## src/hdl/complex_arith_unit_core_assert.svh

```systemverilog
// ----------------------------------------------------------------------------
// assertion macros for the complex arithmetic unit
// ----------------------------------------------------------------------------
`ifndef COMPLEX_ARITH_UNIT_CORE_ASSERT_SVH
`define COMPLEX_ARITH_UNIT_CORE_ASSERT_SVH

// antecedent implies consequent in the same cycle
`define CAU_ASSERT_SAME(label, ante, cons) \
  label: assert property (@(posedge clk) disable iff (!rst_n) (ante) |-> (cons)) \
    else $error("assertion failed");

// antecedent implies consequent a fixed number of cycles later
`define CAU_ASSERT_DELAY(label, ante, dly, cons) \
  label: assert property (@(posedge clk) disable iff (!rst_n) (ante) |-> ##dly (cons)) \
    else $error("assertion failed");

`endif

```

## src/hdl/cau_pkg.sv

```systemverilog
// ----------------------------------------------------------------------------
// cau_pkg
// types, codes and widths shared by the complex arithmetic unit
// ----------------------------------------------------------------------------
package cau_pkg;

  localparam int WIDTH     = 16;
  localparam int FRAC_BITS = 8;
  localparam int PROD_W    = 2 * WIDTH;          // one product
  localparam int SUM_W     = 2 * WIDTH + 1;      // sum of two products
  localparam int DEN_W     = 2 * WIDTH;          // c*c + d*d, unsigned
  localparam int MAG_W     = DEN_W + FRAC_BITS;  // |num| << FRAC_BITS
  localparam int Q_W       = WIDTH;              // quotient bits computed

  localparam logic [2:0] OP_ADD  = 3'd0;
  localparam logic [2:0] OP_SUB  = 3'd1;
  localparam logic [2:0] OP_MUL  = 3'd2;
  localparam logic [2:0] OP_DIV  = 3'd3;
  localparam logic [2:0] OP_CONJ = 3'd4;

  localparam logic [1:0] ST_OK   = 2'd0;
  localparam logic [1:0] ST_SAT  = 2'd1;
  localparam logic [1:0] ST_DIV0 = 2'd2;

  localparam logic signed [SUM_W-1:0] SAT_MAX = SUM_W'((1 << (WIDTH - 1)) - 1);
  localparam logic signed [SUM_W-1:0] SAT_MIN = -SUM_W'(1 << (WIDTH - 1));

  typedef struct packed {
    logic [2:0]              op;
    logic signed [WIDTH-1:0] a_real;
    logic signed [WIDTH-1:0] a_imag;
    logic signed [WIDTH-1:0] b_real;
    logic signed [WIDTH-1:0] b_imag;
  } in_t;

  typedef struct packed {
    logic signed [WIDTH-1:0] res_real;
    logic signed [WIDTH-1:0] res_imag;
    logic [1:0]              status;
  } out_t;

  // front end results after the product sums
  typedef struct packed {
    logic [2:0]              op;
    logic signed [WIDTH:0]   simp_re;
    logic signed [WIDTH:0]   simp_im;
    logic signed [SUM_W-1:0] mul_re;
    logic signed [SUM_W-1:0] mul_im;
    logic signed [SUM_W-1:0] num_re;
    logic signed [SUM_W-1:0] num_im;
    logic [DEN_W-1:0]        den;
  } mid_t;

  // one divider lane in flight
  typedef struct packed {
    logic [DEN_W-1:0] rem;
    logic [Q_W-1:0]   low;
    logic [Q_W-1:0]   quo;
    logic [DEN_W-1:0] den;
    logic             neg;
    logic             ovf;
  } div_t;

  typedef struct packed {
    logic signed [WIDTH-1:0] v;
    logic                    sat;
  } sat_t;

  function automatic sat_t sat_val(logic signed [SUM_W-1:0] x);
    sat_t r;
    if (x > SAT_MAX) begin
      r.v = SAT_MAX[WIDTH-1:0];
      r.sat = 1'b1;
    end else if (x < SAT_MIN) begin
      r.v = SAT_MIN[WIDTH-1:0];
      r.sat = 1'b1;
    end else begin
      r.v = x[WIDTH-1:0];
      r.sat = 1'b0;
    end
    return r;
  endfunction

endpackage

```

## src/hdl/cau_div.sv

```systemverilog
// ----------------------------------------------------------------------------
// cau_div
// pipelined restoring divider, one quotient bit per stage
// ----------------------------------------------------------------------------
module cau_div (
  input  logic          clk,
  input  cau_pkg::div_t d_in,
  output cau_pkg::div_t d_out
);

  cau_pkg::div_t st_r [cau_pkg::Q_W];

  function automatic cau_pkg::div_t div_step(cau_pkg::div_t x);
    cau_pkg::div_t        r;
    logic [cau_pkg::DEN_W:0] r2;
    r  = x;
    r2 = {x.rem, x.low[cau_pkg::Q_W-1]};
    r.low = {x.low[cau_pkg::Q_W-2:0], 1'b0};
    if (r2 >= {1'b0, x.den}) begin
      r.rem = cau_pkg::DEN_W'(r2 - {1'b0, x.den});
      r.quo = {x.quo[cau_pkg::Q_W-2:0], 1'b1};
    end else begin
      r.rem = r2[cau_pkg::DEN_W-1:0];
      r.quo = {x.quo[cau_pkg::Q_W-2:0], 1'b0};
    end
    return r;
  endfunction

  always_ff @(posedge clk) begin
    st_r[0] <= div_step(d_in);
  end

  for (genvar k = 1; k < cau_pkg::Q_W; k++) begin : g_stage
    always_ff @(posedge clk) begin
      st_r[k] <= div_step(st_r[k-1]);
    end
  end

  assign d_out = st_r[cau_pkg::Q_W-1];

endmodule

```

## config.mk

```make
export PLATFORM = sky130hd
export DESIGN_NAME = cau_div
export DESIGN_NICKNAME = d
export VERILOG_FILES = /design/src/hdl/complex_arith_unit_core_assert.svh /design/src/hdl/cau_pkg.sv /design/src/hdl/cau_div.sv
export SDC_FILE = /design/constraint.sdc
export NUM_CORES = 2
export LEC_CHECK = 0
export ABC_AREA = 0
export BUFFER_PORTS_ARGS = -buffer_cell sky130_fd_sc_hd__buf_2
export CAP_MARGIN = 20
export CORE_ASPECT_RATIO = 2
export CORE_UTILIZATION = 44
export CTS_BUF_LIST = sky130_fd_sc_hd__clkbuf_2
export DETAILED_ROUTE_END_ITERATION = 7
export MAX_ROUTING_LAYER = met4
export SLEW_MARGIN = 20
export SYNTH_ARGS = -nofsm -noshare
export SYNTH_HDL_FRONTEND = slang
export SYNTH_SLANG_ARGS = --single-unit
```

## constraint.sdc

```tcl
create_clock -name clk -period 3.07 [get_ports clk]
set_input_delay 0.1535 -clock clk [delete_from_list [all_inputs] [get_ports clk]]
set_output_delay 0.1535 -clock clk [all_outputs]
set_load 0.05 [all_outputs]
```

# Yosys cells after proc, flatten, opt, wreduce, memory -nomap -nowiden
# Memory sizes are Yosys's and may differ from the RTL's.
# Cells that the tools add are included.
# word_totals
word_cells,65
ramBits,1552
mem_count,1
input_bits,99
output_inout_bits,98
register_bits,0
# op_classes
order_cmp,16
n_mux,32
addsub,16
# mem_list
name,words,word_bits,rd,rd_ports_with_merged_regs,write_ports,line,source
st_r,16,97,16,0,16,cau_div.sv:11,cau_pkg::div_t st_r [cau_pkg::Q_W];
# op_table
operator,count
greater-or-equal comparator 33 x 32 -> 1 bit,16
two-way mux 32 bit,16
subtractor 32 bit,16
two-way mux 1 bit,16

# Depth between registers and ports, before layout
# An unclocked memory read counts as a cell.
# depth
depth_word,3
ltp_mapped,16
ltp_nobuf,14

# Worst setup path before layout
# No wires, ideal clock.
# synth_path
path_type,register -> register
from,memory st_r[0][488] (netlist name)
to,memory st_r[0][668] (netlist name)
required_ns,2.949
t_arrival_ns,3.180
path_stages_with_launch,14
slack_ns,-0.231
setup_time_ns,0.121
period_less_slack_ns,3.301
n_path_buf,1
cell_sequence,dfxtp_1 -> inv_1 -> ha_1 -> nor2b_1 -> o211ai_1 -> a31oi_1 -> o21a_1 -> a221o_1 -> a31oi_2 -> o31ai_2 -> a311oi_2 -> o21ba_2 -> buf_2 -> mux2_2
# synth_rtl
item,line
"start, declared",cau_div.sv:11

==> results.md <==
Worst setup path:
- STA puts the critical path data arrival time at 4990 ps.
- The critical path start-end classification is flip-flop to flip-flop.
- The largest fanout of any net on the critical path is 8.
- Tracing the worst setup path back leads to its startpoint at st_r[1][585].
- The worst register-to-register path has a depth of 15.
- At the worst endpoint, the required time is 4390 ps.
- The startpoint identified for the worst register-to-register timing path is st_r[1][585].
- The startpoint type of the worst setup path is a flip-flop.
- STA classifies the critical path endpoint as a flip-flop.

Job:
- Across the run, the number of max-cap violations was 0.

Power:
- IR analysis of the VDD net gives a maximum drop of 0.588 mV.
- The power density normalized to cell area is roughly 1200 nW/um^2.
- The total power after layout is 105 mW.
- In this run the static leakage power is between 40 and 50 nW.

STA:
- Of the available clock period, the critical path in the final layout requires 1.19.
- The number of endpoints with negative hold slack in the final report is 0.
- Setup violations remaining at the end of the flow were counted as 462.
- The slew at the pin closest to its max-slew limit is roughly 910 ps.
- The routed design could run at a clock period as short as roughly 3700 ps.
- Across the routed clock network, the largest skew measured is ~100 ps.
- The worst pin sits at a relative slew slack of 0.393.
- The maximum achievable frequency is 273 MHz.
- The max-slew violation count is 0.
- Across all setup checks in the final design, the least slack found is -596 ps.
- Setup repair after global routing could not meet its margin everywhere.
- The setup TNS after final layout is -120710 ps.

Final layout:
- The register with the most flip-flops in the final layout is st_r.
- The area added between synthesis and finish is 42.2%.
- The finished layout holds roughly 10000 standard cells, fillers aside.
- After the last flow step, the layout net total stands at 9030.
- For this run, the share of the core covered by cells in the final layout is 0.632.
- In the final layout, the share of cells above drive strength 1 is 0.373.
- The fill cell total of the finished layout is about 11000.
- The largest registers in the layout are st_r: 1312 flops.
- The register with the most flip-flops in the layout has approximately 1300 of them.

Routing:
- In this run the remaining antenna-violating nets after routing total 0.
- For this block, wires on met1 add up to around 47000 um.
- For this block, the initial DRC count from the detailed router was 1442.
- The number of vias per cell is approximately 5.2.
- The pre-antenna-repair detailed-routing pass consisted of 4 iterations.
- The detailed router used layers up to and including met4.
- The sum of met2 wire segment lengths after detailed routing is roughly 130000 um.
- The routed wire length on met3 is 6170 um.
- The aggregate routed wire length is 212000 um.
- Dividing the detail-routed wire length by the instance count gives a little over 20 um.
- The routed via count is ~54000.
- The number of remaining DRC errors is 0.

Floorplanning:
- The top-level I/O count is 197.
- The starting density of the core is 0.444.
- The site row count is 191.
- The height of the die is ~530 um.
- The die outline width is approximately 260 um.
- The floorplan die area is between 100000 and 150000 um^2.
- The core area is between 100000 and 150000 um^2.

Synth:
- The most used flip-flop cell after synthesis is sky130_fd_sc_hd__dfxtp_1.
- The number of register bits inferred by synthesis is approximately 1300.
- By count the netlist is led by 1312 x sky130_fd_sc_hd__dfxtp_1, 639 x sky130_fd_sc_hd__inv_1, 519 x sky130_fd_sc_hd__a21oi_1.
- After synthesis, the largest family of logic cells by area is compound AO/OA/AOI/OAI gates.
- The warning count from the yosys run is 0.
- The dominant cell type by area after synthesis is sky130_fd_sc_hd__dfxtp_1.
- The cell with the most instances after synthesis is sky130_fd_sc_hd__dfxtp_1.
- The post-synthesis async set-or-reset flop share is 0.
- The number of unique standard cell types used by synthesis is 98.
- In the synthesized netlist, the number of instances is 6386.
- Summing every instance area after synthesis gives ~60000 um^2.
- The synthesized-area fraction occupied by ao, oa, aoi and oai cells is 0.174.
- By area the synthesized netlist is led by sky130_fd_sc_hd__dfxtp_1 44%, sky130_fd_sc_hd__ha_1 11%, sky130_fd_sc_hd__a21oi_1 4.3%.
- The area share of the leading cell type in the synthesized netlist is 0.436.
- The area share of and/or/nand/nor cells after synthesis is 0.103.
- The synthesized design contains 0 enable-type register cells.
- The share of cell area taken by muxes after synthesis is 0.0480.
- For this run, the register share of the synthesized area comes to 0.436.
- Of the total synthesized cell area, the portion taken by full adders, half adders and majority gates is 0.112.
- Of the total synthesized cell area, the portion taken by XOR and XNOR cells is 0.0634.
- A synthesized cell averages 9.43 um^2.

Place:
- Once detailed placement completed, the half-perimeter wirelength came to between 150000 and 200000 um.
- After detailed placement, the design holds a cell count of ~9400.
- Input and output buffers added on the ports amount to 164.
- At the end of routability-driven placement, the weighted congestion stood at a little under 1.

Clocking:
- The H-tree depth reported by CTS is 5.
- The clock net in this run drives a total of between 1000 and 1500 sinks.
- After clock tree synthesis, the clock-pin slew on the worst setup and hold paths is between 100 and 150 ps.
- The buffer cell driving the clock tree root is sky130_fd_sc_hd__clkbuf_2.
- The longest clock path from root to sink contains 4 buffers.
- The number of CTS-inserted buffers is around 300.
- TritonCTS built the clock tree.
- Clock latency on the worst-skew pair, taken at its later pin, is 1500 ps.

Global routing:
- The residual overflow from global routing is 0.
- The wire length of the first global-routing pass is approximately 310000 um.
- Entering global routing, the biggest net connects 36 pins.
- The via count of the first global-routing pass came to a little under 60000.
- The number of antenna violations at the first check in global routing is 12.
- For this run, the total global-route usage over all layers was measured as 0.306.

Min path:
- The launch point of the worst hold path is d_in[77].
- The number of stages on the worst hold path is 4.
- The tightest min-delay check is of the primary input to flip-flop type.

Outcome:
- The final reports fail on setup timing.
- The flow ran to the end, but the final reports show violations.
## through the flow
step / setup slack [ps] / cell area (um^2) / hold WS [ps]
2_1_floorplan: -150 / 60500 / 181
6_report: -596 / 85700 / 102
3_5_place_dp: -959 / 72700 / 257
4_1_cts: -633 / 82900 / 28.8
5_1_grt: -729 / 85600 / 33.8
3_3_place_gp: -1230 / 72700 / 256
## final timing paths
check,to,slack (ps)
max,st_r[1][749],-600
min,st_r[0][77],100
max reg2reg,st_r[1][749],-600
min reg2reg,st_r[1][121],270
## where the power goes
part,total [mW],leakage [nW],internal (mW),switching [mW]
clock network,11.0,1.99,4.01,6.99
registers,25.3,11.1,22.3,3.07
logic,68.8,28.3,34.8,34.0
## repair_timing
action | CTS | global route
buffers inserted | 119 | 79
hold endpoints to repair | 82 | 3
endpoints found under the setup margin | 495 | 511
hold buffers | 244 | 3
gates resized for setup | 846 | 619
cloned | 39 | 9
pin swaps | 287 | 241
## layer usage
layer | vias to the layer above | GRT usage
met2 | 1494 | 0.638
met3 | 1130 | 0.0454
li1 | 26200 | -
met1 | 25200 | 0.160
met4 | 0 | 0.390
met5 | - | -
## critical path: stages, from the launching register on
cell and delay [ps]:
sky130_fd_sc_hd__dfxtp_2 360, sky130_fd_sc_hd__inv_2 40, sky130_fd_sc_hd__ha_4 210, sky130_fd_sc_hd__nor2b_4 120, sky130_fd_sc_hd__o31a_1 300, sky130_fd_sc_hd__o31a_1 400, sky130_fd_sc_hd__a41oi_2 270, sky130_fd_sc_hd__a31o_4 230
sky130_fd_sc_hd__o31ai_4 80, sky130_fd_sc_hd__a221oi_4 360, sky130_fd_sc_hd__a21oi_2 110, sky130_fd_sc_hd__nor2b_2 180, sky130_fd_sc_hd__o221a_4 300, sky130_fd_sc_hd__inv_8 90, sky130_fd_sc_hd__buf_12 160, sky130_fd_sc_hd__mux2_4 290
## cell type report
class,count,area [um^2],share of cell area
Antenna cell,33,82.6,0.000964
Timing Repair Buffer,1957,17000,0.198
Inverter,641,2450,0.0286
Clock inverter,95,515,0.00602
Clock buffer,418,2090,0.0244
Tap cell,1737,2170,0.0254
Multi-Input combinational cell,4188,35000,0.408
Sequential cell,1312,26400,0.308
## cells in the final DEF (no fill, tap or decap), drive strengths merged, types with 129 or more instances in the layout
cell type	netlist	layout
a21oi	522	522
clkbuf	124	426
dfxtp	1312	1312
o21ai	426	426
nand3	129	129
a21o	273	273
inv	641	647
xnor2	260	260
buf	137	1705
nor2	320	320
dlygate4sd3	0	244
mux2	214	214
nand2	418	418
ha	512	512
xor2	176	176
## logic make-up after synthesis
family	Yosys count
compound gates	1668
flops	1312
simple gates	1306
buf+inv	902
fa+ha+maj	528
xor+xnor	436
mux	233
other cells	1
Note: power is estimated with default switching activity, not from simulation.
