## config.mk

```make
export PLATFORM = sky130hd
export DESIGN_NAME = cau_mul
export DESIGN_NICKNAME = d
export VERILOG_FILES = /design/src/hdl/complex_arith_unit_core_assert.svh /design/src/hdl/cau_pkg.sv /design/src/hdl/cau_mul.sv
export SDC_FILE = /design/constraint.sdc
export NUM_CORES = 2
export LEC_CHECK = 0
export BUFFER_PORTS_ARGS = -buffer_cell sky130_fd_sc_hd__buf_2
export CAP_MARGIN = 0
export CORE_AREA = 2 2 394 396
export DETAILED_ROUTE_END_ITERATION = 6
export DIE_AREA = 0 0 396 398
export PLACE_DENSITY_LB_ADDON = 0.05
export SETUP_SLACK_MARGIN = 0.3
export SLEW_MARGIN = 30
export SYNTH_ARGS = -nofsm -noshare
export SYNTH_HDL_FRONTEND = slang
export SYNTH_SLANG_ARGS = --single-unit
```

## constraint.sdc

```tcl
create_clock -name clk -period 6.5 [get_ports clk]
set_clock_uncertainty 0.1 [all_clocks]
set_input_delay 0.65 -clock clk [delete_from_list [all_inputs] [get_ports clk]]
set_output_delay 0.65 -clock clk [all_outputs]
set_load 0.01 [all_outputs]
```

## src/hdl/complex_arith_unit_core_assert.svh

```systemverilog
// ----------------------------------------------------------------------------
// assertion macros for the complex arithmetic unit
// ----------------------------------------------------------------------------
`ifndef COMPLEX_ARITH_UNIT_CORE_ASSERT_SVH
`define COMPLEX_ARITH_UNIT_CORE_ASSERT_SVH

// antecedent implies consequent in the same cycle
`define CAU_ASSERT_SAME(label, ante, cons) \
  label: assert property (@(posedge clk) disable iff (!rst_n) (ante) |-> (cons)) \
    else $error("assertion failed");

// antecedent implies consequent a fixed number of cycles later
`define CAU_ASSERT_DELAY(label, ante, dly, cons) \
  label: assert property (@(posedge clk) disable iff (!rst_n) (ante) |-> ##dly (cons)) \
    else $error("assertion failed");

`endif

```

## src/hdl/cau_pkg.sv

```systemverilog
// ----------------------------------------------------------------------------
// cau_pkg
// types, codes and widths shared by the complex arithmetic unit
// ----------------------------------------------------------------------------
package cau_pkg;

  localparam int WIDTH     = 16;
  localparam int FRAC_BITS = 8;
  localparam int PROD_W    = 2 * WIDTH;          // one product
  localparam int SUM_W     = 2 * WIDTH + 1;      // sum of two products
  localparam int DEN_W     = 2 * WIDTH;          // c*c + d*d, unsigned
  localparam int MAG_W     = DEN_W + FRAC_BITS;  // |num| << FRAC_BITS
  localparam int Q_W       = WIDTH;              // quotient bits computed

  localparam logic [2:0] OP_ADD  = 3'd0;
  localparam logic [2:0] OP_SUB  = 3'd1;
  localparam logic [2:0] OP_MUL  = 3'd2;
  localparam logic [2:0] OP_DIV  = 3'd3;
  localparam logic [2:0] OP_CONJ = 3'd4;

  localparam logic [1:0] ST_OK   = 2'd0;
  localparam logic [1:0] ST_SAT  = 2'd1;
  localparam logic [1:0] ST_DIV0 = 2'd2;

  localparam logic signed [SUM_W-1:0] SAT_MAX = SUM_W'((1 << (WIDTH - 1)) - 1);
  localparam logic signed [SUM_W-1:0] SAT_MIN = -SUM_W'(1 << (WIDTH - 1));

  typedef struct packed {
    logic [2:0]              op;
    logic signed [WIDTH-1:0] a_real;
    logic signed [WIDTH-1:0] a_imag;
    logic signed [WIDTH-1:0] b_real;
    logic signed [WIDTH-1:0] b_imag;
  } in_t;

  typedef struct packed {
    logic signed [WIDTH-1:0] res_real;
    logic signed [WIDTH-1:0] res_imag;
    logic [1:0]              status;
  } out_t;

  // front end results after the product sums
  typedef struct packed {
    logic [2:0]              op;
    logic signed [WIDTH:0]   simp_re;
    logic signed [WIDTH:0]   simp_im;
    logic signed [SUM_W-1:0] mul_re;
    logic signed [SUM_W-1:0] mul_im;
    logic signed [SUM_W-1:0] num_re;
    logic signed [SUM_W-1:0] num_im;
    logic [DEN_W-1:0]        den;
  } mid_t;

  // one divider lane in flight
  typedef struct packed {
    logic [DEN_W-1:0] rem;
    logic [Q_W-1:0]   low;
    logic [Q_W-1:0]   quo;
    logic [DEN_W-1:0] den;
    logic             neg;
    logic             ovf;
  } div_t;

  typedef struct packed {
    logic signed [WIDTH-1:0] v;
    logic                    sat;
  } sat_t;

  function automatic sat_t sat_val(logic signed [SUM_W-1:0] x);
    sat_t r;
    if (x > SAT_MAX) begin
      r.v = SAT_MAX[WIDTH-1:0];
      r.sat = 1'b1;
    end else if (x < SAT_MIN) begin
      r.v = SAT_MIN[WIDTH-1:0];
      r.sat = 1'b1;
    end else begin
      r.v = x[WIDTH-1:0];
      r.sat = 1'b0;
    end
    return r;
  endfunction

endpackage

```

## src/hdl/cau_mul.sv

```systemverilog
// ----------------------------------------------------------------------------
// cau_mul
// input register, six products, then sums of products and the denominator
// ----------------------------------------------------------------------------
module cau_mul (
  input  logic          clk,
  input  logic          rst_n,
  input  logic          in_valid,
  input  cau_pkg::in_t  in_data,
  output logic          mid_valid,
  output cau_pkg::mid_t mid
);

  cau_pkg::in_t in_r;
  logic         v1_r, v2_r, v3_r;

  logic [2:0] op2_r;
  logic signed [cau_pkg::WIDTH:0] sre2_r, sim2_r;
  logic signed [cau_pkg::PROD_W-1:0] ac_r, bd_r, bc_r, ad_r, cc_r, dd_r;
  logic signed [cau_pkg::WIDTH:0] sre_nxt, sim_nxt;
  cau_pkg::mid_t mid_r, mid_nxt;

  always_ff @(posedge clk) begin
    if (!rst_n) begin
      v1_r <= 1'b0;
      v2_r <= 1'b0;
      v3_r <= 1'b0;
    end else begin
      v1_r <= in_valid;
      v2_r <= v1_r;
      v3_r <= v2_r;
    end
  end

  always_comb begin
    sre_nxt = '0;
    sim_nxt = '0;
    case (in_r.op)
      cau_pkg::OP_ADD: begin
        sre_nxt = in_r.a_real + in_r.b_real;
        sim_nxt = in_r.a_imag + in_r.b_imag;
      end
      cau_pkg::OP_SUB: begin
        sre_nxt = in_r.a_real - in_r.b_real;
        sim_nxt = in_r.a_imag - in_r.b_imag;
      end
      cau_pkg::OP_CONJ: begin
        sre_nxt = in_r.a_real;
        sim_nxt = -(cau_pkg::WIDTH+1)'(in_r.a_imag);
      end
      default: begin
        sre_nxt = '0;
        sim_nxt = '0;
      end
    endcase
  end

  always_comb begin
    mid_nxt.op      = op2_r;
    mid_nxt.simp_re = sre2_r;
    mid_nxt.simp_im = sim2_r;
    mid_nxt.mul_re  = cau_pkg::SUM_W'(ac_r) - cau_pkg::SUM_W'(bd_r);
    mid_nxt.mul_im  = cau_pkg::SUM_W'(bc_r) + cau_pkg::SUM_W'(ad_r);
    mid_nxt.num_re  = cau_pkg::SUM_W'(ac_r) + cau_pkg::SUM_W'(bd_r);
    mid_nxt.num_im  = cau_pkg::SUM_W'(bc_r) - cau_pkg::SUM_W'(ad_r);
    mid_nxt.den     = cau_pkg::DEN_W'(cc_r) + cau_pkg::DEN_W'(dd_r);
  end

  always_ff @(posedge clk) begin
    in_r   <= in_data;
    op2_r  <= in_r.op;
    sre2_r <= sre_nxt;
    sim2_r <= sim_nxt;
    ac_r   <= in_r.a_real * in_r.b_real;
    bd_r   <= in_r.a_imag * in_r.b_imag;
    bc_r   <= in_r.a_imag * in_r.b_real;
    ad_r   <= in_r.a_real * in_r.b_imag;
    cc_r   <= in_r.b_real * in_r.b_real;
    dd_r   <= in_r.b_imag * in_r.b_imag;
    mid_r  <= mid_nxt;
  end

  assign mid_valid = v3_r;
  assign mid       = mid_r;

endmodule

```

; After elaboration in Yosys (flattened, before gate mapping)
; Index checks and enable logic that the tools add are counted.
; Widths: inputs -> output; s select.
[classes]
div = 0
add_sub_neg = 10
magnitude_cmp = 0
bitwise_logic = 0
shift = 0
n_mux = 2
multipliers = 6
eq_ne = 2
reduce_logical = 1
[ops]
columns = operator, count
row1 = $mul 16x16->32, 6
row2 = $pmux 17 s3, 2
row3 = $add 32x32->33, 2
row4 = $sub 32x32->33, 2
row5 = $add 16x16->17, 2
row6 = $sub 16x16->17, 2
row7 = $add 32x32->32, 1
row8 = $neg 16->17, 1
row9 = $eq 3x1->1 const B, 1
row10 = $eq 3x3->1 const B, 1
row11 = $logic_not 3->1, 1
[totals]
input_bits = 70
memories = 0
romBits = 0
latch_bits = 0
regBits = 500
out_inout_bits = 202
ram_bits = 0
wordCells = 46

; Longest topological paths before layout
[logic_depth]
ltp_word = 2
depth_mapped = 28
ltp_nobuf = 26

; Worst setup path before layout
; OpenSTA, ideal clock, no wires.
[synth_path]
path_kind = register to register
start = register in_r[2] in the netlist's numbering
end = register dd_r[30] in the netlist's numbering
t_arrival_ns = 6.605
synth_period_minus_slack_ns = 6.832
path_stages_with_launch = 26
setup_slack_ns = -0.332
path_cell_list = dfxtp_1 -> clkbuf_1 -> clkbuf_1 -> clkbuf_1 -> nand2_1 -> fa_1 -> fa_1 -> inv_1 -> fa_1 -> fa_1 -> fa_1 -> inv_1 -> fa_1 -> inv_1 -> ha_1 -> and3_1 -> and2_1 -> a311oi_1 -> nor4b_1 -> o41a_1 -> o2111ai_1 -> a311oi_1 -> o21a_1 -> o21ai_1 -> nand2b_1 -> nand3_1
[synth_via]
elab_chain_cells = 1
[synth_lines]
columns = item, line
row1 = from (decl), cau_mul.sv:14  ; cau_pkg::in_t in_r;
row2 = from (signal assigned), cau_mul.sv:70  ; in_r <= in_data;
row3 = $mul 16x16->32, cau_mul.sv:79  ; dd_r <= in_r.b_imag * in_r.b_imag;
row4 = to (signal assigned), cau_mul.sv:79
row5 = to (decl), cau_mul.sv:19  ; logic signed [cau_pkg::PROD_W-1:0] ac_r, bd_r, bc_r, ad_r, cc_r, dd_r;
; Every way passes these cells.
; A chain may end at the register's enable or synchronous reset.

; Final worst setup path
[layout_path]
start = register in_r[3] in the netlist's numbering
end = register bd_r[31] in the netlist's numbering
[layout_via]
elab_chain_cells = 1
[layout_lines]
columns = item, line
row1 = $mul 16x16->32, cau_mul.sv:75  ; bd_r <= in_r.a_imag * in_r.b_imag;
row2 = to (signal assigned), cau_mul.sv:75
row3 = to (decl), cau_mul.sv:19
; Every way passes these cells.

==> results.cfg <==
[run_status]
status = complete, no violations

[global_routing]
grt_max_degree = 38
grt_overflow = 0
grt_pass1_vias = 60900
antenna_found_initial = 29
grt_pass1_wl_mm = 350.5
grt_usage_pct = 28.89

[finish]
ff_latch_area_mm2 = 0.01007
layout-area-overhead-vs-synth_pct = 19.76
final_cells = 11070
drive_gt1_share_pct = 17.97
multiInputGateArea_mm2 = 0.05983
fin_nets = 11260
final_cell_area_mm2 = 0.09121
nFillCells = 13660

[timing]
grt_setup_unrepaired = yes
min_period_ns = 6.399
relSlewSlack_pct = 41.25
finalCritPeriodShare_pct = 98.45
setup_viol = 0
finalMaxSlewViolations = 0
worstMarginPinSlew_ns = 0.8812
hold_viol = 0
fmax_mhz = 156.3
timing.setup.tns_ns = 0
finalWorstSetupSlack_ns = 0.1005

[critical_path]
r2r-start = in_r[3]
cp.required_ns = 6.97
worst_setup_path_end_kind = register
regToRegEndpoint = bd_r[31]
cp.arrival_ns = 6.87
cp_max_fo = 5
start_kind = register
crit_type = reg2reg
rrSetupSlack_ns = 0.10
rr_worst_depth = 26

[min_path]
worstHoldStart = in_data[17]
holdPathEnd = in_r[17]
hold_depth = 1
holdCritPathClass = in2reg

[drt]
drt.antenna.violating_nets = 0
wire_per_inst_um = 20.77
drc = 0
viasPerCell = 5.138
drt_wl_total_mm = 229.9
drt_first_pass_iters = 5
drt_iter0_drc = 3311
vias = 56870

[logic_synthesis]
synth_edf_count = 0
ys_ff_latch = 496
yosysSeqAreaShare_pct = 13.04
netlist_instances = 8193
synth_cell_types = 82
synth_area_per_cell_um2 = 9.296
yosys_warnings = 0
synthArstFlopShare_pct = 0
synth_area_mm2 = 0.07617
synth.net_count = 10490
synth-main-ff-cell = dfxtp_1

[clock_network]
cts_root_buffer = clkbuf_16
cts_tree = yes
htree_levels = 2
cts_sinks = 496
cts_made_buffers = 61
cts_buffer_depth = 3
clk_latency_ns = 0.71
path_clk_slew_ns = 0.06

[floorplanning]
start_util_pct = 49.68
fp.dieH_um = 398
rows = 144
dieArea_mm2 = 0.1576
die_w_um = 396
ioPinCount = 272
core_mm2 = 0.1533

[run]
drv_cap = 0

[placement]
portBuffers = 271
dpl.cell_count = 10710
preCtsSetupSlack_ns = -0.2523
placed_area_mm2 = 0.08374
gp_congestion = 0.9360
hpwl_mm = 182.5
-- synthesized netlist by cell type, types with 99 or more instances --
library cell  count  area [um^2]
fa_1           1525        30530
clkbuf_1        305         1145
xnor2_1         326         2855
o21ai_0         113        565.5
ha_1            700         8758
xor2_1           99        867.1
a21oi_1         261         1306
a21o_1          106        795.8
inv_1          1915         7188
and2_1          536         3353
dfxtp_1         496         9930
nand2_1         754         2830
nor2_1          390         1464
-- state kept, by name, indices dropped and copies added, names as in the netlist, 3 cells and up --
signal and cells:
dd_r 31, op2_r 3, ac_r 32, bc_r 32, ad_r 32, cc_r 31, bd_r 32, mid 199
sim2_r 17, sre2_r 17, in_r 67
-- metrics by stage --
stage / hold WS, ns / utilization (%)
after CTS: 0.01045 / 57.51
after detailed placement: 0.2121 / 54.62
final: 0.06214 / 59.49
after floorplan: 0.2096 / -
after global placement: 0.2102 / 54.62
after global routing: 0.02437 / 59.49
-- layer usage --
| layer | global-route usage [%] | wire (um) | up-vias |
|---|---|---|---|
| li1 | - | - | 26030 |
| met1 | 38.45 | 95180 | 28690 |
| met2 | 48.11 | 107600 | 1715 |
| met3 | 4.296 | 16600 | 426 |
| met4 | 10.21 | 10420 | 10 |
| met5 | 0 | 61 | - |
-- layout make-up --
class,count,share of cell area [%]
flip-flops and latches,496,11.04
inverters,1927,7.955
clock buffers,75,1.797
well taps,2044,2.804
clock inverters,40,0.5473
multi-input cells,5438,65.60
diodes,6,0.01646
repair buffers,1041,10.25
-- placed cells by master, fill, tap and decap left out, types with 87 or more instances in the layout --
master      n
dfxtp_1   450
xnor2_1   314
a21o_1    106
ha_1      650
buf_4     519
fa_1     1456
o21ai_0    87
buf_2     271
buf_12     91
xor2_1     95
inv_1    1844
nand2_1   724
a21oi_1   205
and2_1    493
nor2_1    364
-- critical path: stages (launching register included) --
cell	delay, ns
dfxtp_4	0.36
buf_12	0.15
buf_16	0.13
and2_4	0.13
fa_1	0.55
inv_2	0.05
fa_1	0.58
fa_2	0.45
inv_2	0.07
fa_2	0.44
fa_1	0.49
inv_1	0.05
fa_1	0.49
inv_2	0.05
ha_4	0.22
a21o_1	0.21
a221oi_4	0.33
o21ai_4	0.13
buf_6	0.14
a31oi_4	0.17
o211ai_1	0.15
nand3_1	0.11
a21o_1	0.20
a31oi_4	0.11
o21a_1	0.22
nor2_2	0.10
xnor2_1	0.09
-- logic make-up after synthesis --
logic type / synth area share [%]
AND/OR/NAND/NOR: 12.39
XOR/XNOR: 4.887
buffers and inverters: 11.15
AO/OA/AOI/OAI: 6.847
multiplexers: 0.1068
adder cells (fa/ha/maj): 51.58
flip-flops: 13.04
-- timing repair --
item                                   4_1_cts  5_1_grt
buffers inserted                            47      100
hold buffers                                59        0
setup endpoints to repair                   65       70
gates resized for setup                    211      481
cloned                                      10       17
pin swaps                                  110      352
endpoints found under the hold margin       59        0
-- worst max-delay path by stage --
stage / start / depth (start not counted) / end / slack [ns]
floorplan: in_r[8] / 26 / dd_r[30] / 0.18
global placement: in_r[44] / 25 / bd_r[30] / -0.23
detailed placement: in_r[44] / 24 / bd_r[31] / -0.25
CTS: in_r[2] / 23 / bd_r[30] / 0.03
global route: in_r[36] / 26 / bd_r[31] / -0.14
finish: in_r[3] / 26 / bd_r[31] / 0.10
Power is not shown: default switching activity piles up to over one toggle a cycle in this logic, so the estimate is an artifact.
